--- src/sv/rgtp_pkg.sv ---
// Shared types, constants and helper functions for the grid test pattern core.
// No dependencies; every other file imports this package.
`default_nettype none
package rgtp_pkg;

  // Coordinate width of the pixel channel
  localparam int COORD_BITS = 12;
  // Fixed widths of the configuration fields
  localparam int SCREEN_BITS = 12;
  localparam int COUNT_BITS  = 8;
  localparam int STEP_BITS   = 8;
  localparam int BPP_BITS    = 6;
  localparam int CFG_DATA_W  = 48;
  localparam int CFG_IDX_W   = 3;

  // Divider width covers both the pixel coordinate and the screen size
  localparam int DIV_W = (COORD_BITS > SCREEN_BITS) ? COORD_BITS : SCREEN_BITS;

  // Register reset values
  localparam logic [SCREEN_BITS-1:0] RST_SCREEN_W = SCREEN_BITS'(1024);
  localparam logic [SCREEN_BITS-1:0] RST_SCREEN_H = SCREEN_BITS'(768);
  localparam logic [COUNT_BITS-1:0]  RST_COUNT    = COUNT_BITS'(1);
  localparam logic [BPP_BITS-1:0]    RST_BPP      = BPP_BITS'(8);
  localparam logic [SCREEN_BITS-1:0] RST_TILE_W   = SCREEN_BITS'(1024 / 1);
  localparam logic [SCREEN_BITS-1:0] RST_TILE_H   = SCREEN_BITS'(768 / 1);

  typedef enum logic [CFG_IDX_W-1:0] {
    REG_DIRECT_MODE    = 3'd0,
    REG_FIRST_COLOUR   = 3'd1,
    REG_RECT_COUNT     = 3'd2,
    REG_COLOUR_STEP    = 3'd3,
    REG_BITS_PER_PIXEL = 3'd4,
    REG_SCREEN_WIDTH   = 3'd5,
    REG_SCREEN_HEIGHT  = 3'd6,
    REG_CHANNEL_LAYOUT = 3'd7
  } cfg_reg_t;

  typedef enum logic [1:0] {
    CFG_IDLE,
    CFG_LOAD,
    CFG_DIVIDE
  } cfg_state_t;

  // Partial remainder and shifting dividend/quotient of a restoring divider
  typedef struct packed {
    logic [DIV_W-1:0] rem;
    logic [DIV_W-1:0] quo;
  } div_t;

  // One restoring division step: shift in the next dividend bit, subtract if it fits
  function automatic div_t div_step(div_t s, logic [DIV_W-1:0] d);
    logic [DIV_W:0] trial;
    div_t           r;
    trial = {s.rem, s.quo[DIV_W-1]};
    r.quo = {s.quo[DIV_W-2:0], 1'b0};
    r.rem = trial[DIV_W-1:0];
    if (trial >= {1'b0, d}) begin
      r.rem    = DIV_W'(trial - {1'b0, d});
      r.quo[0] = 1'b1;
    end
    return r;
  endfunction

  // Mask of the low bits; zero bits gives 0, 32 or more gives all ones
  function automatic logic [31:0] low_mask32(logic [7:0] bits);
    logic [31:0] m;
    if (bits == 8'd0) begin
      m = 32'd0;
    end else if (bits >= 8'd32) begin
      m = 32'hFFFF_FFFF;
    end else begin
      m = (32'd1 << bits[4:0]) - 32'd1;
    end
    return m;
  endfunction

  // Extract one colour field, add the column offset, wrap and repack
  function automatic logic [31:0] chan_value(logic [31:0] first, logic [7:0] pos,
                                             logic [7:0] size, logic [15:0] cs);
    logic [31:0] mask;
    logic [31:0] field;
    logic [31:0] sum;
    logic [31:0] res;
    mask  = low_mask32(size);
    field = (first >> pos[4:0]) & mask;
    sum   = (field + 32'(cs)) & mask;
    res   = (pos >= 8'd32) ? 32'd0 : (sum << pos[4:0]);
    return res;
  endfunction

endpackage
`default_nettype wire

--- src/sv/rgtp_if.sv ---
// Valid/ready channel interfaces of the grid test pattern core: pixel
// requests, colour results and configuration writes. Depends on rgtp_pkg.
`default_nettype none
interface rgtp_pix_if import rgtp_pkg::*; ();
  logic                  valid;
  logic                  ready;
  logic [COORD_BITS-1:0] pixel_x;
  logic [COORD_BITS-1:0] pixel_y;
  modport source (output valid, output pixel_x, output pixel_y, input ready);
  modport sink   (input valid, input pixel_x, input pixel_y, output ready);
endinterface

interface rgtp_col_if import rgtp_pkg::*; ();
  logic        valid;
  logic        ready;
  logic [31:0] pixel_colour;
  logic        inside_grid;
  modport source (output valid, output pixel_colour, output inside_grid, input ready);
  modport sink   (input valid, input pixel_colour, input inside_grid, output ready);
endinterface

interface rgtp_cfg_if import rgtp_pkg::*; ();
  logic                  valid;
  logic                  ready;
  logic [CFG_IDX_W-1:0]  index;
  logic [CFG_DATA_W-1:0] data;
  modport source (output valid, output index, output data, input ready);
  modport sink   (input valid, input index, input data, output ready);
endinterface
`default_nettype wire

--- src/sv/rectangle_grid_test_pattern_core.sv ---
// Grid test pattern core: maps a pixel coordinate to a tile colour.
// Depends on rgtp_pkg and the channel interfaces in rgtp_if.sv.
//
// The core takes one pixel request per clock while in_ch.ready is high. The
// column and row are found by a pipelined restoring divider, one quotient bit
// per stage, which makes up most of the pipeline; three more stages hold the
// range check and tile index multiply, the colour step multiply, and the final
// add/mask or RGB field pack. Each stage carries its own valid bit and stalls
// only when the stage after it is full and cannot move on, so bubbles collapse
// and requests keep filling empty stages while a finished result waits for
// out_ch.ready. Writing rect_count, screen_width or screen_height starts a tile
// size division; during it cfg_ch.ready and in_ch.ready are low. Other
// registers are taken without a division.
`default_nettype none
module rectangle_grid_test_pattern_core import rgtp_pkg::*; (
  input  wire          clk,
  input  wire          rst_n,
  rgtp_pix_if.sink     in_ch,
  rgtp_col_if.source   out_ch,
  rgtp_cfg_if.sink     cfg_ch
);

  localparam int ST_A = DIV_W + 1;   // range check, row * count
  localparam int ST_B = DIV_W + 2;   // index * step, column * step
  localparam int ST_C = DIV_W + 3;   // colour assembly, output register
  localparam int NST  = DIV_W + 4;
  localparam int CNT_W = $clog2(DIV_W);

  // ---------------------------------------------------------------------------
  // Configuration registers
  // ---------------------------------------------------------------------------
  logic                   direct_mode_r;
  logic [31:0]            first_colour_r;
  logic [COUNT_BITS-1:0]  rect_count_r;
  logic [STEP_BITS-1:0]   colour_step_r;
  logic [BPP_BITS-1:0]    bpp_r;
  logic [SCREEN_BITS-1:0] screen_w_r;
  logic [SCREEN_BITS-1:0] screen_h_r;
  logic [CFG_DATA_W-1:0]  layout_r;

  // Tile size, derived from the registers above
  logic [SCREEN_BITS-1:0] tile_w_r;
  logic [SCREEN_BITS-1:0] tile_h_r;

  cfg_state_t       state_r, state_nxt;
  logic [CNT_W-1:0] div_cnt_r;
  div_t             tw_div_r, th_div_r;
  div_t             tw_step, th_step;
  logic             cfg_idle;
  logic             div_load;
  logic             div_run;
  logic             div_last;
  logic             cfg_acc;
  logic             size_write;
  cfg_reg_t         cfg_reg;

  assign cfg_reg  = cfg_reg_t'(cfg_ch.index);
  assign cfg_acc  = cfg_ch.valid && cfg_idle;
  assign div_last = div_run && (div_cnt_r == CNT_W'(DIV_W - 1));

  always_comb begin
    unique case (cfg_reg)
      REG_RECT_COUNT, REG_SCREEN_WIDTH, REG_SCREEN_HEIGHT: size_write = 1'b1;
      default:                                             size_write = 1'b0;
    endcase
  end

  // Next state of the tile size sequencer
  always_comb begin
    state_nxt = state_r;
    unique case (state_r)
      CFG_IDLE:   if (cfg_acc && size_write) state_nxt = CFG_LOAD;
      CFG_LOAD:   state_nxt = CFG_DIVIDE;
      CFG_DIVIDE: if (div_last) state_nxt = CFG_IDLE;
      default:    state_nxt = CFG_IDLE;
    endcase
  end

  // Sequencer outputs
  always_comb begin
    cfg_idle = 1'b0;
    div_load = 1'b0;
    div_run  = 1'b0;
    unique case (state_r)
      CFG_IDLE:   cfg_idle = 1'b1;
      CFG_LOAD:   div_load = 1'b1;
      CFG_DIVIDE: div_run  = 1'b1;
      default:    cfg_idle = 1'b0;
    endcase
  end

  assign cfg_ch.ready = cfg_idle;

  always_ff @(posedge clk) begin
    if (!rst_n) begin
      state_r        <= CFG_IDLE;
      div_cnt_r      <= '0;
      direct_mode_r  <= 1'b0;
      first_colour_r <= 32'd0;
      rect_count_r   <= RST_COUNT;
      colour_step_r  <= '0;
      bpp_r          <= RST_BPP;
      screen_w_r     <= RST_SCREEN_W;
      screen_h_r     <= RST_SCREEN_H;
      layout_r       <= '0;
      tile_w_r       <= RST_TILE_W;
      tile_h_r       <= RST_TILE_H;
    end else begin
      state_r <= state_nxt;
      if (cfg_acc) begin
        unique case (cfg_reg)
          REG_DIRECT_MODE:    direct_mode_r  <= cfg_ch.data[0];
          REG_FIRST_COLOUR:   first_colour_r <= cfg_ch.data[31:0];
          REG_RECT_COUNT:     rect_count_r   <= cfg_ch.data[COUNT_BITS-1:0];
          REG_COLOUR_STEP:    colour_step_r  <= cfg_ch.data[STEP_BITS-1:0];
          REG_BITS_PER_PIXEL: bpp_r          <= cfg_ch.data[BPP_BITS-1:0];
          REG_SCREEN_WIDTH:   screen_w_r     <= cfg_ch.data[SCREEN_BITS-1:0];
          REG_SCREEN_HEIGHT:  screen_h_r     <= cfg_ch.data[SCREEN_BITS-1:0];
          REG_CHANNEL_LAYOUT: layout_r       <= cfg_ch.data;
          default:            layout_r       <= layout_r;
        endcase
      end
      // Count division steps; latch the tile size on the last one
      if (div_load) begin
        div_cnt_r <= '0;
      end else if (div_run) begin
        div_cnt_r <= div_cnt_r + CNT_W'(1);
      end
      if (div_last) begin
        tile_w_r <= tw_step.quo[SCREEN_BITS-1:0];
        tile_h_r <= th_step.quo[SCREEN_BITS-1:0];
      end
    end
  end

  // Shared-width divider iterating screen size / rect_count, one bit per cycle
  assign tw_step = div_step(tw_div_r, DIV_W'(rect_count_r));
  assign th_step = div_step(th_div_r, DIV_W'(rect_count_r));

  always_ff @(posedge clk) begin
    if (div_load) begin
      tw_div_r <= '{rem: '0, quo: DIV_W'(screen_w_r)};
      th_div_r <= '{rem: '0, quo: DIV_W'(screen_h_r)};
    end else if (div_run) begin
      tw_div_r <= tw_step;
      th_div_r <= th_step;
    end
  end

  // ---------------------------------------------------------------------------
  // Pixel pipeline
  // ---------------------------------------------------------------------------
  logic [NST-1:0] v_r;
  logic [NST:0]   rdy;
  logic           in_acc;

  // A stage takes a new request when it is empty or its content moves on
  assign rdy[NST] = out_ch.ready;
  for (genvar i = 0; i < NST; i++) begin : g_rdy
    assign rdy[i] = ~v_r[i] | rdy[i+1];
  end

  assign in_ch.ready = rdy[0] && cfg_idle;
  assign in_acc      = in_ch.valid && in_ch.ready;

  always_ff @(posedge clk) begin
    if (!rst_n) begin
      v_r <= '0;
    end else begin
      if (rdy[0]) v_r[0] <= in_acc;
      for (int i = 1; i < NST; i++) begin
        if (rdy[i]) v_r[i] <= v_r[i-1];
      end
    end
  end

  // Divider stages: column = x / tile_w, row = y / tile_h
  div_t dx_r [0:DIV_W];
  div_t dy_r [0:DIV_W];

  always_ff @(posedge clk) begin
    if (rdy[0]) begin
      dx_r[0] <= '{rem: '0, quo: DIV_W'(in_ch.pixel_x)};
      dy_r[0] <= '{rem: '0, quo: DIV_W'(in_ch.pixel_y)};
    end
  end

  for (genvar s = 1; s <= DIV_W; s++) begin : g_div
    always_ff @(posedge clk) begin
      if (rdy[s]) begin
        dx_r[s] <= div_step(dx_r[s-1], DIV_W'(tile_w_r));
        dy_r[s] <= div_step(dy_r[s-1], DIV_W'(tile_h_r));
      end
    end
  end

  // Stage A: range check and row * count
  logic [DIV_W-1:0]      col_q, row_q;
  logic                  a_inside;
  logic                  a_inside_r;
  logic [15:0]           a_rc_r;
  logic [COUNT_BITS-1:0] a_col_r;

  assign col_q    = dx_r[DIV_W].quo;
  assign row_q    = dy_r[DIV_W].quo;
  // Zero tile count or a tile narrower than one pixel leaves everything outside
  assign a_inside = (rect_count_r != '0) && (tile_w_r != '0) && (tile_h_r != '0) &&
                    (col_q < DIV_W'(rect_count_r)) && (row_q < DIV_W'(rect_count_r));

  always_ff @(posedge clk) begin
    if (rdy[ST_A]) begin
      a_inside_r <= a_inside;
      a_rc_r     <= 16'(row_q[COUNT_BITS-1:0]) * 16'(rect_count_r);
      a_col_r    <= col_q[COUNT_BITS-1:0];
    end
  end

  // Stage B: tile index * step and column * step
  logic [15:0] b_idx;
  logic        b_inside_r;
  logic [23:0] b_prod_r;
  logic [15:0] b_cs_r;

  assign b_idx = a_rc_r + 16'(a_col_r);

  always_ff @(posedge clk) begin
    if (rdy[ST_B]) begin
      b_inside_r <= a_inside_r;
      b_prod_r   <= 24'(b_idx) * 24'(colour_step_r);
      b_cs_r     <= 16'(a_col_r) * 16'(colour_step_r);
    end
  end

  // Stage C: indexed wrap or RGB repack; outside pixels read as colour 0
  logic [31:0] c_indexed;
  logic [31:0] c_direct;
  logic [31:0] c_colour;
  logic [31:0] c_colour_r;
  logic        c_inside_r;

  assign c_indexed = (first_colour_r + 32'(b_prod_r)) & low_mask32(8'(bpp_r));
  // Overlapping channels simply OR together
  assign c_direct  = chan_value(first_colour_r, layout_r[7:0],   layout_r[15:8],  b_cs_r) |
                     chan_value(first_colour_r, layout_r[23:16], layout_r[31:24], b_cs_r) |
                     chan_value(first_colour_r, layout_r[39:32], layout_r[47:40], b_cs_r);
  assign c_colour  = !b_inside_r   ? 32'd0 :
                     direct_mode_r ? c_direct : c_indexed;

  always_ff @(posedge clk) begin
    if (rdy[ST_C]) begin
      c_inside_r <= b_inside_r;
      c_colour_r <= c_colour;
    end
  end

  assign out_ch.valid        = v_r[ST_C];
  assign out_ch.pixel_colour = c_colour_r;
  assign out_ch.inside_grid  = c_inside_r;

endmodule
`default_nettype wire
--- src/flat_wrapper.sv ---
// flat-port wrapper written by rule: the top's interface ports become plain ports
module rectangle_grid_test_pattern_core_flat import rgtp_pkg::*;
  (clk, rst_n, in_ch_valid, in_ch_pixel_x, in_ch_pixel_y, in_ch_ready, out_ch_valid, out_ch_pixel_colour, out_ch_inside_grid, out_ch_ready, cfg_ch_valid, cfg_ch_index, cfg_ch_data, cfg_ch_ready);
  rgtp_pix_if in_ch_i ();
  rgtp_col_if out_ch_i ();
  rgtp_cfg_if cfg_ch_i ();
  input  wire clk;
  input  wire rst_n;
  input wire logic [$bits(in_ch_i.valid)-1:0] in_ch_valid;
  input wire logic [$bits(in_ch_i.pixel_x)-1:0] in_ch_pixel_x;
  input wire logic [$bits(in_ch_i.pixel_y)-1:0] in_ch_pixel_y;
  output wire logic [$bits(in_ch_i.ready)-1:0] in_ch_ready;
  output wire logic [$bits(out_ch_i.valid)-1:0] out_ch_valid;
  output wire logic [$bits(out_ch_i.pixel_colour)-1:0] out_ch_pixel_colour;
  output wire logic [$bits(out_ch_i.inside_grid)-1:0] out_ch_inside_grid;
  input wire logic [$bits(out_ch_i.ready)-1:0] out_ch_ready;
  input wire logic [$bits(cfg_ch_i.valid)-1:0] cfg_ch_valid;
  input wire logic [$bits(cfg_ch_i.index)-1:0] cfg_ch_index;
  input wire logic [$bits(cfg_ch_i.data)-1:0] cfg_ch_data;
  output wire logic [$bits(cfg_ch_i.ready)-1:0] cfg_ch_ready;
  assign in_ch_i.valid = in_ch_valid;
  assign in_ch_i.pixel_x = in_ch_pixel_x;
  assign in_ch_i.pixel_y = in_ch_pixel_y;
  assign in_ch_ready = in_ch_i.ready;
  assign out_ch_valid = out_ch_i.valid;
  assign out_ch_pixel_colour = out_ch_i.pixel_colour;
  assign out_ch_inside_grid = out_ch_i.inside_grid;
  assign out_ch_i.ready = out_ch_ready;
  assign cfg_ch_i.valid = cfg_ch_valid;
  assign cfg_ch_i.index = cfg_ch_index;
  assign cfg_ch_i.data = cfg_ch_data;
  assign cfg_ch_ready = cfg_ch_i.ready;
  rectangle_grid_test_pattern_core u_core (.clk(clk), .rst_n(rst_n), .in_ch(in_ch_i), .out_ch(out_ch_i), .cfg_ch(cfg_ch_i));
endmodule
--- config.mk ---
export PLATFORM = sky130hd
export DESIGN_NAME = rectangle_grid_test_pattern_core_flat
export DESIGN_NICKNAME = d
export VERILOG_FILES = /design/src/sv/rgtp_pkg.sv /design/src/sv/rgtp_if.sv /design/src/sv/rectangle_grid_test_pattern_core.sv /design/src/flat_wrapper.sv
export SDC_FILE = /design/constraint.sdc
export NUM_CORES = 2
export LEC_CHECK = 0
export BUFFER_PORTS_ARGS = -buffer_cell sky130_fd_sc_hd__buf_4
export CELL_PAD_IN_SITES_DETAIL_PLACEMENT = 1
export CELL_PAD_IN_SITES_GLOBAL_PLACEMENT = 1
export CORE_MARGIN = 5
export CORE_UTILIZATION = 51
export DETAILED_ROUTE_END_ITERATION = 8
export PLACE_DENSITY = 0.93
export SYNTH_ARGS = -nofsm -noshare
export SYNTH_HDL_FRONTEND = slang
export SYNTH_SLANG_ARGS = --single-unit
--- constraint.sdc ---
create_clock -name clk -period 9.6 [get_ports clk]
set_input_delay 1.92 -clock clk [delete_from_list [all_inputs] [get_ports clk]]
set_output_delay 1.92 -clock clk [all_outputs]
set_load 0.02 [all_outputs]
==> results.sh <==
export IMPL_gp_congestion=1.04
export IMPL_ys_ff_latch=896
export IMPL_nets=8327
export IMPL_grt_use_total=0.409
export IMPL_num_rows=136
export IMPL_grt_max_degree=89
export IMPL_fin_worst_skew_ns=0.0701
export IMPL_route_met2_wl_um=141000
export IMPL_dpl_hpwl_um=208000
export IMPL_synthFlopType="edfxtp_1"
export IMPL_initial_core_util=0.512
export IMPL_synthArstFlopShare=0
export IMPL_path_clk_slew_ns=0.07
export IMPL_setup_viol=0
export IMPL_leakage_nw=31.4
export IMPL_p_per_area_nw_per_um2=143
export IMPL_dieArea_um2=145000
export IMPL_area_growth_pct=8.63
export IMPL_crit_top_cell="o21ai_0"
export IMPL_route_layer_met1_wl_um=108000
export IMPL_post_cts_buffers=0
export IMPL_synth_most_common_cell="nand2_1"
export IMPL_cts_hold_buf=0
export IMPL_drc_errors=0
export IMPL_final_min_clock_period_ns=8.34
export IMPL_synth_xor_area_frac=0.0411
export IMPL_wl_per_cell_um=32.5
export IMPL_path_max_fanout=10
export IMPL_met3_length_um=30200
export IMPL_cts_buffer_depth=3
export IMPL_synth_edf_count=699
export IMPL_rsz0062_at_grt="no"
export IMPL_globalRouteOverflowTotal=0
export IMPL_synth_largest_area_cell="edfxtp_1"
export IMPL_worstSetupPathType="reg -> reg"
export IMPL_power_mw=10.9
export IMPL_pin_count=116
export IMPL_grt_first_pass_wirelength_um=453000
export IMPL_worstSkewPairLatency_ns=0.78
export IMPL_synth_simple_gate_area_share=0.170
export IMPL_status="finished, final reports clean"
export IMPL_fmax_ghz=0.120
export IMPL_ys_warnings_count=0
export IMPL_n_fill_cell=15400
export IMPL_yosys_top_cells_count="nand2_1 (835), edfxtp_1 (699), nor2_1 (624)"
export IMPL_post_cts_resized=0
export IMPL_maxCapViolations=0
export IMPL_synth_top_family_by_area="simple AND/OR/NAND/NOR gates"
export IMPL_fin_ws_ns=1.26
export IMPL_drtAntennaViolNets=0
export IMPL_synth_fp_nets=8384
export IMPL_pre_cts_ws_ns=1.57
export IMPL_slowest_delay_ns=0.64
export IMPL_cpMaxStageDelayCell="o21ai_0"
export IMPL_synth_compound_area_frac=0.168
export IMPL_cts_sinks=896
export IMPL_coreArea_um2=137000
export IMPL_crit_required_ns=10.06
export IMPL_cp_start_kind="flop"
export IMPL_regToRegSetupSlack_ns=1.26
export IMPL_cts_buffers=99
export IMPL_vias=66400
export IMPL_synth_top_cell_area_share=0.299
export IMPL_viasPerCell=7.02
export IMPL_finalCritPeriodShare=0.868
export IMPL_hold_viol_final=0
export IMPL_yosys_area_share_adder=0.143
export IMPL_grt_pass1_vias=69900
export IMPL_tightestPinTransition_ns=1.38
export IMPL_maxSlewViolCount=0
export IMPL_antenna_found_initial=18
export IMPL_hold_worst_slack_ns=0.412
export IMPL_drtIter0Drc=8189
export IMPL_routed_wl_um=307000
export IMPL_cts_max_level=3
export IMPL_cts_tree="done"
export IMPL_arrival_ns=8.79
export IMPL_root_buffer="clkbuf_16"
export IMPL_holdCritPathClass="reg -> reg"
export IMPL_avgSynthCellArea_um2=9.23
export IMPL_ys_top_cells_by_area="edfxtp_1 (30%), ha_1 (9.1%), dfxtp_1 (5.6%)"
export IMPL_synth_seq_area_share=0.355
export IMPL_maxSlewHeadroom=0.0752
export IMPL_end_kind="flop"
export IMPL_die_h_um=381
export IMPL_syn_area_um2=70300
export IMPL_max_vdd_ir_drop_mv=0.194
export IMPL_muxShareOfSynthArea=0.0748
export IMPL_drive_gt1_frac=0.0869
export IMPL_dr_max_layer_used="met5"
export IMPL_die_w_um=381
export IMPL_syn_inst=7612
export IMPL_final_setup_tns_ns=0
export IMPL_numPortBuffers=115
export IMPL_drtPass1Iterations=6
export IMPL_yosysUniqueCellTypes=96
[per-layer routing]
metal,up-vias,global-route usage
li1,27200,-
met5,-,0
met4,2,0.316
met2,4832,0.660
met3,1740,0.105
met1,32600,0.464
[final timing paths]
check                      startpoint                   to  depth (start not counted)
setup / recovery    u_core.a_col_r[1]  u_core.b_prod_r[22]                         27
hold / removal    u_core.dx_r[0][123]  u_core.dx_r[0][148]                          0
setup reg to reg    u_core.a_col_r[1]  u_core.b_prod_r[22]                         27
hold reg to reg   u_core.dx_r[0][123]  u_core.dx_r[0][148]                          0
[power by group]
group          leakage, nW  internal (mW)  switching [mW]  total [mW]
sequential            9.62           4.39           0.237        4.63
combinational         20.1          0.745            1.34        2.09
clock                 1.68           2.35            1.86        4.22
total                 31.4           7.49            3.44        10.9
[cell type report]
class	count	area, um2	area share
clock buffers	126	2680	0.0351
inverters	506	1900	0.0249
well taps	1794	2240	0.0294
repair buffers	236	1770	0.0232
multi-input cells	5816	42000	0.550
clock inverters	60	763	0.0100
flip-flops and latches	896	25000	0.327
diodes	18	45.0	0.000590
[flip-flops by register name, indices dropped and copies added, names as in the netlist, 8 cells and up]
register                    count
u_core.a_col_r                  8
u_core.a_rc_r                  16
u_core.b_cs_r                  16
u_core.b_prod_r                24
u_core.colour_step_r            8
u_core.dx_r                   288
u_core.dy_r                   288
u_core.first_colour_r          32
u_core.layout_r                48
u_core.out_ch.pixel_colour     32
u_core.rect_count_r             8
u_core.screen_h_r              12
u_core.screen_w_r              12
u_core.th_div_r                24
u_core.tile_h_r                12
u_core.tile_w_r                12
u_core.tw_div_r                24
u_core.v_r                     16
[placed cells by master, fill, tap and decap left out, drive strengths merged, types with 87 or more instances in the layout]
master	Yosys	final
nor2	624	624
edfxtp	699	699
nand3	145	145
nand4	101	101
ha	509	509
nand2b	128	128
inv	499	504
nor3	102	102
mux4	87	87
o21ai	430	430
and2	207	207
mux2i	204	204
fa	183	183
buf	77	236
a211oi	107	107
a21oi	582	582
a21boi	200	200
dfxtp	197	197
nand2	835	835
mux2	109	109
nor2b	151	151
clkbuf	317	126
xnor2	241	241
xor2	89	89
[per-stage QoR]
step,area [um2],utilization,cells
6_report,76400,0.557,9452
2_1_floorplan,70300,-,7612
5_1_grt,76300,0.556,9434
4_1_cts,76300,0.556,9434
3_3_place_gp,72900,0.531,9248
3_5_place_dp,72900,0.531,9248
[cells by family (layout without fill, tap and decap cells)]
group           Yosys count  in the layout
other cells               0             18
fa+ha+maj               692            692
mux                     400            400
xor+xnor                330            330
simple gates           2516           2516
flops                   896            896
buf+inv                 900            928
compound gates         1878           1878
[critical path, delay by kind of cell (launching register included)]
kind | cells | cell delay [ns]
AO/OA/AOI/OAI | 13 | 3.23
buffers and inverters | 2 | 0.09
XOR/XNOR | 2 | 0.51
flip-flops | 1 | 0.51
AND/OR/NAND/NOR | 4 | 1.04
adder cells (fa/ha/maj) | 6 | 2.71
Note: power is estimated with default switching activity, not from simulation.
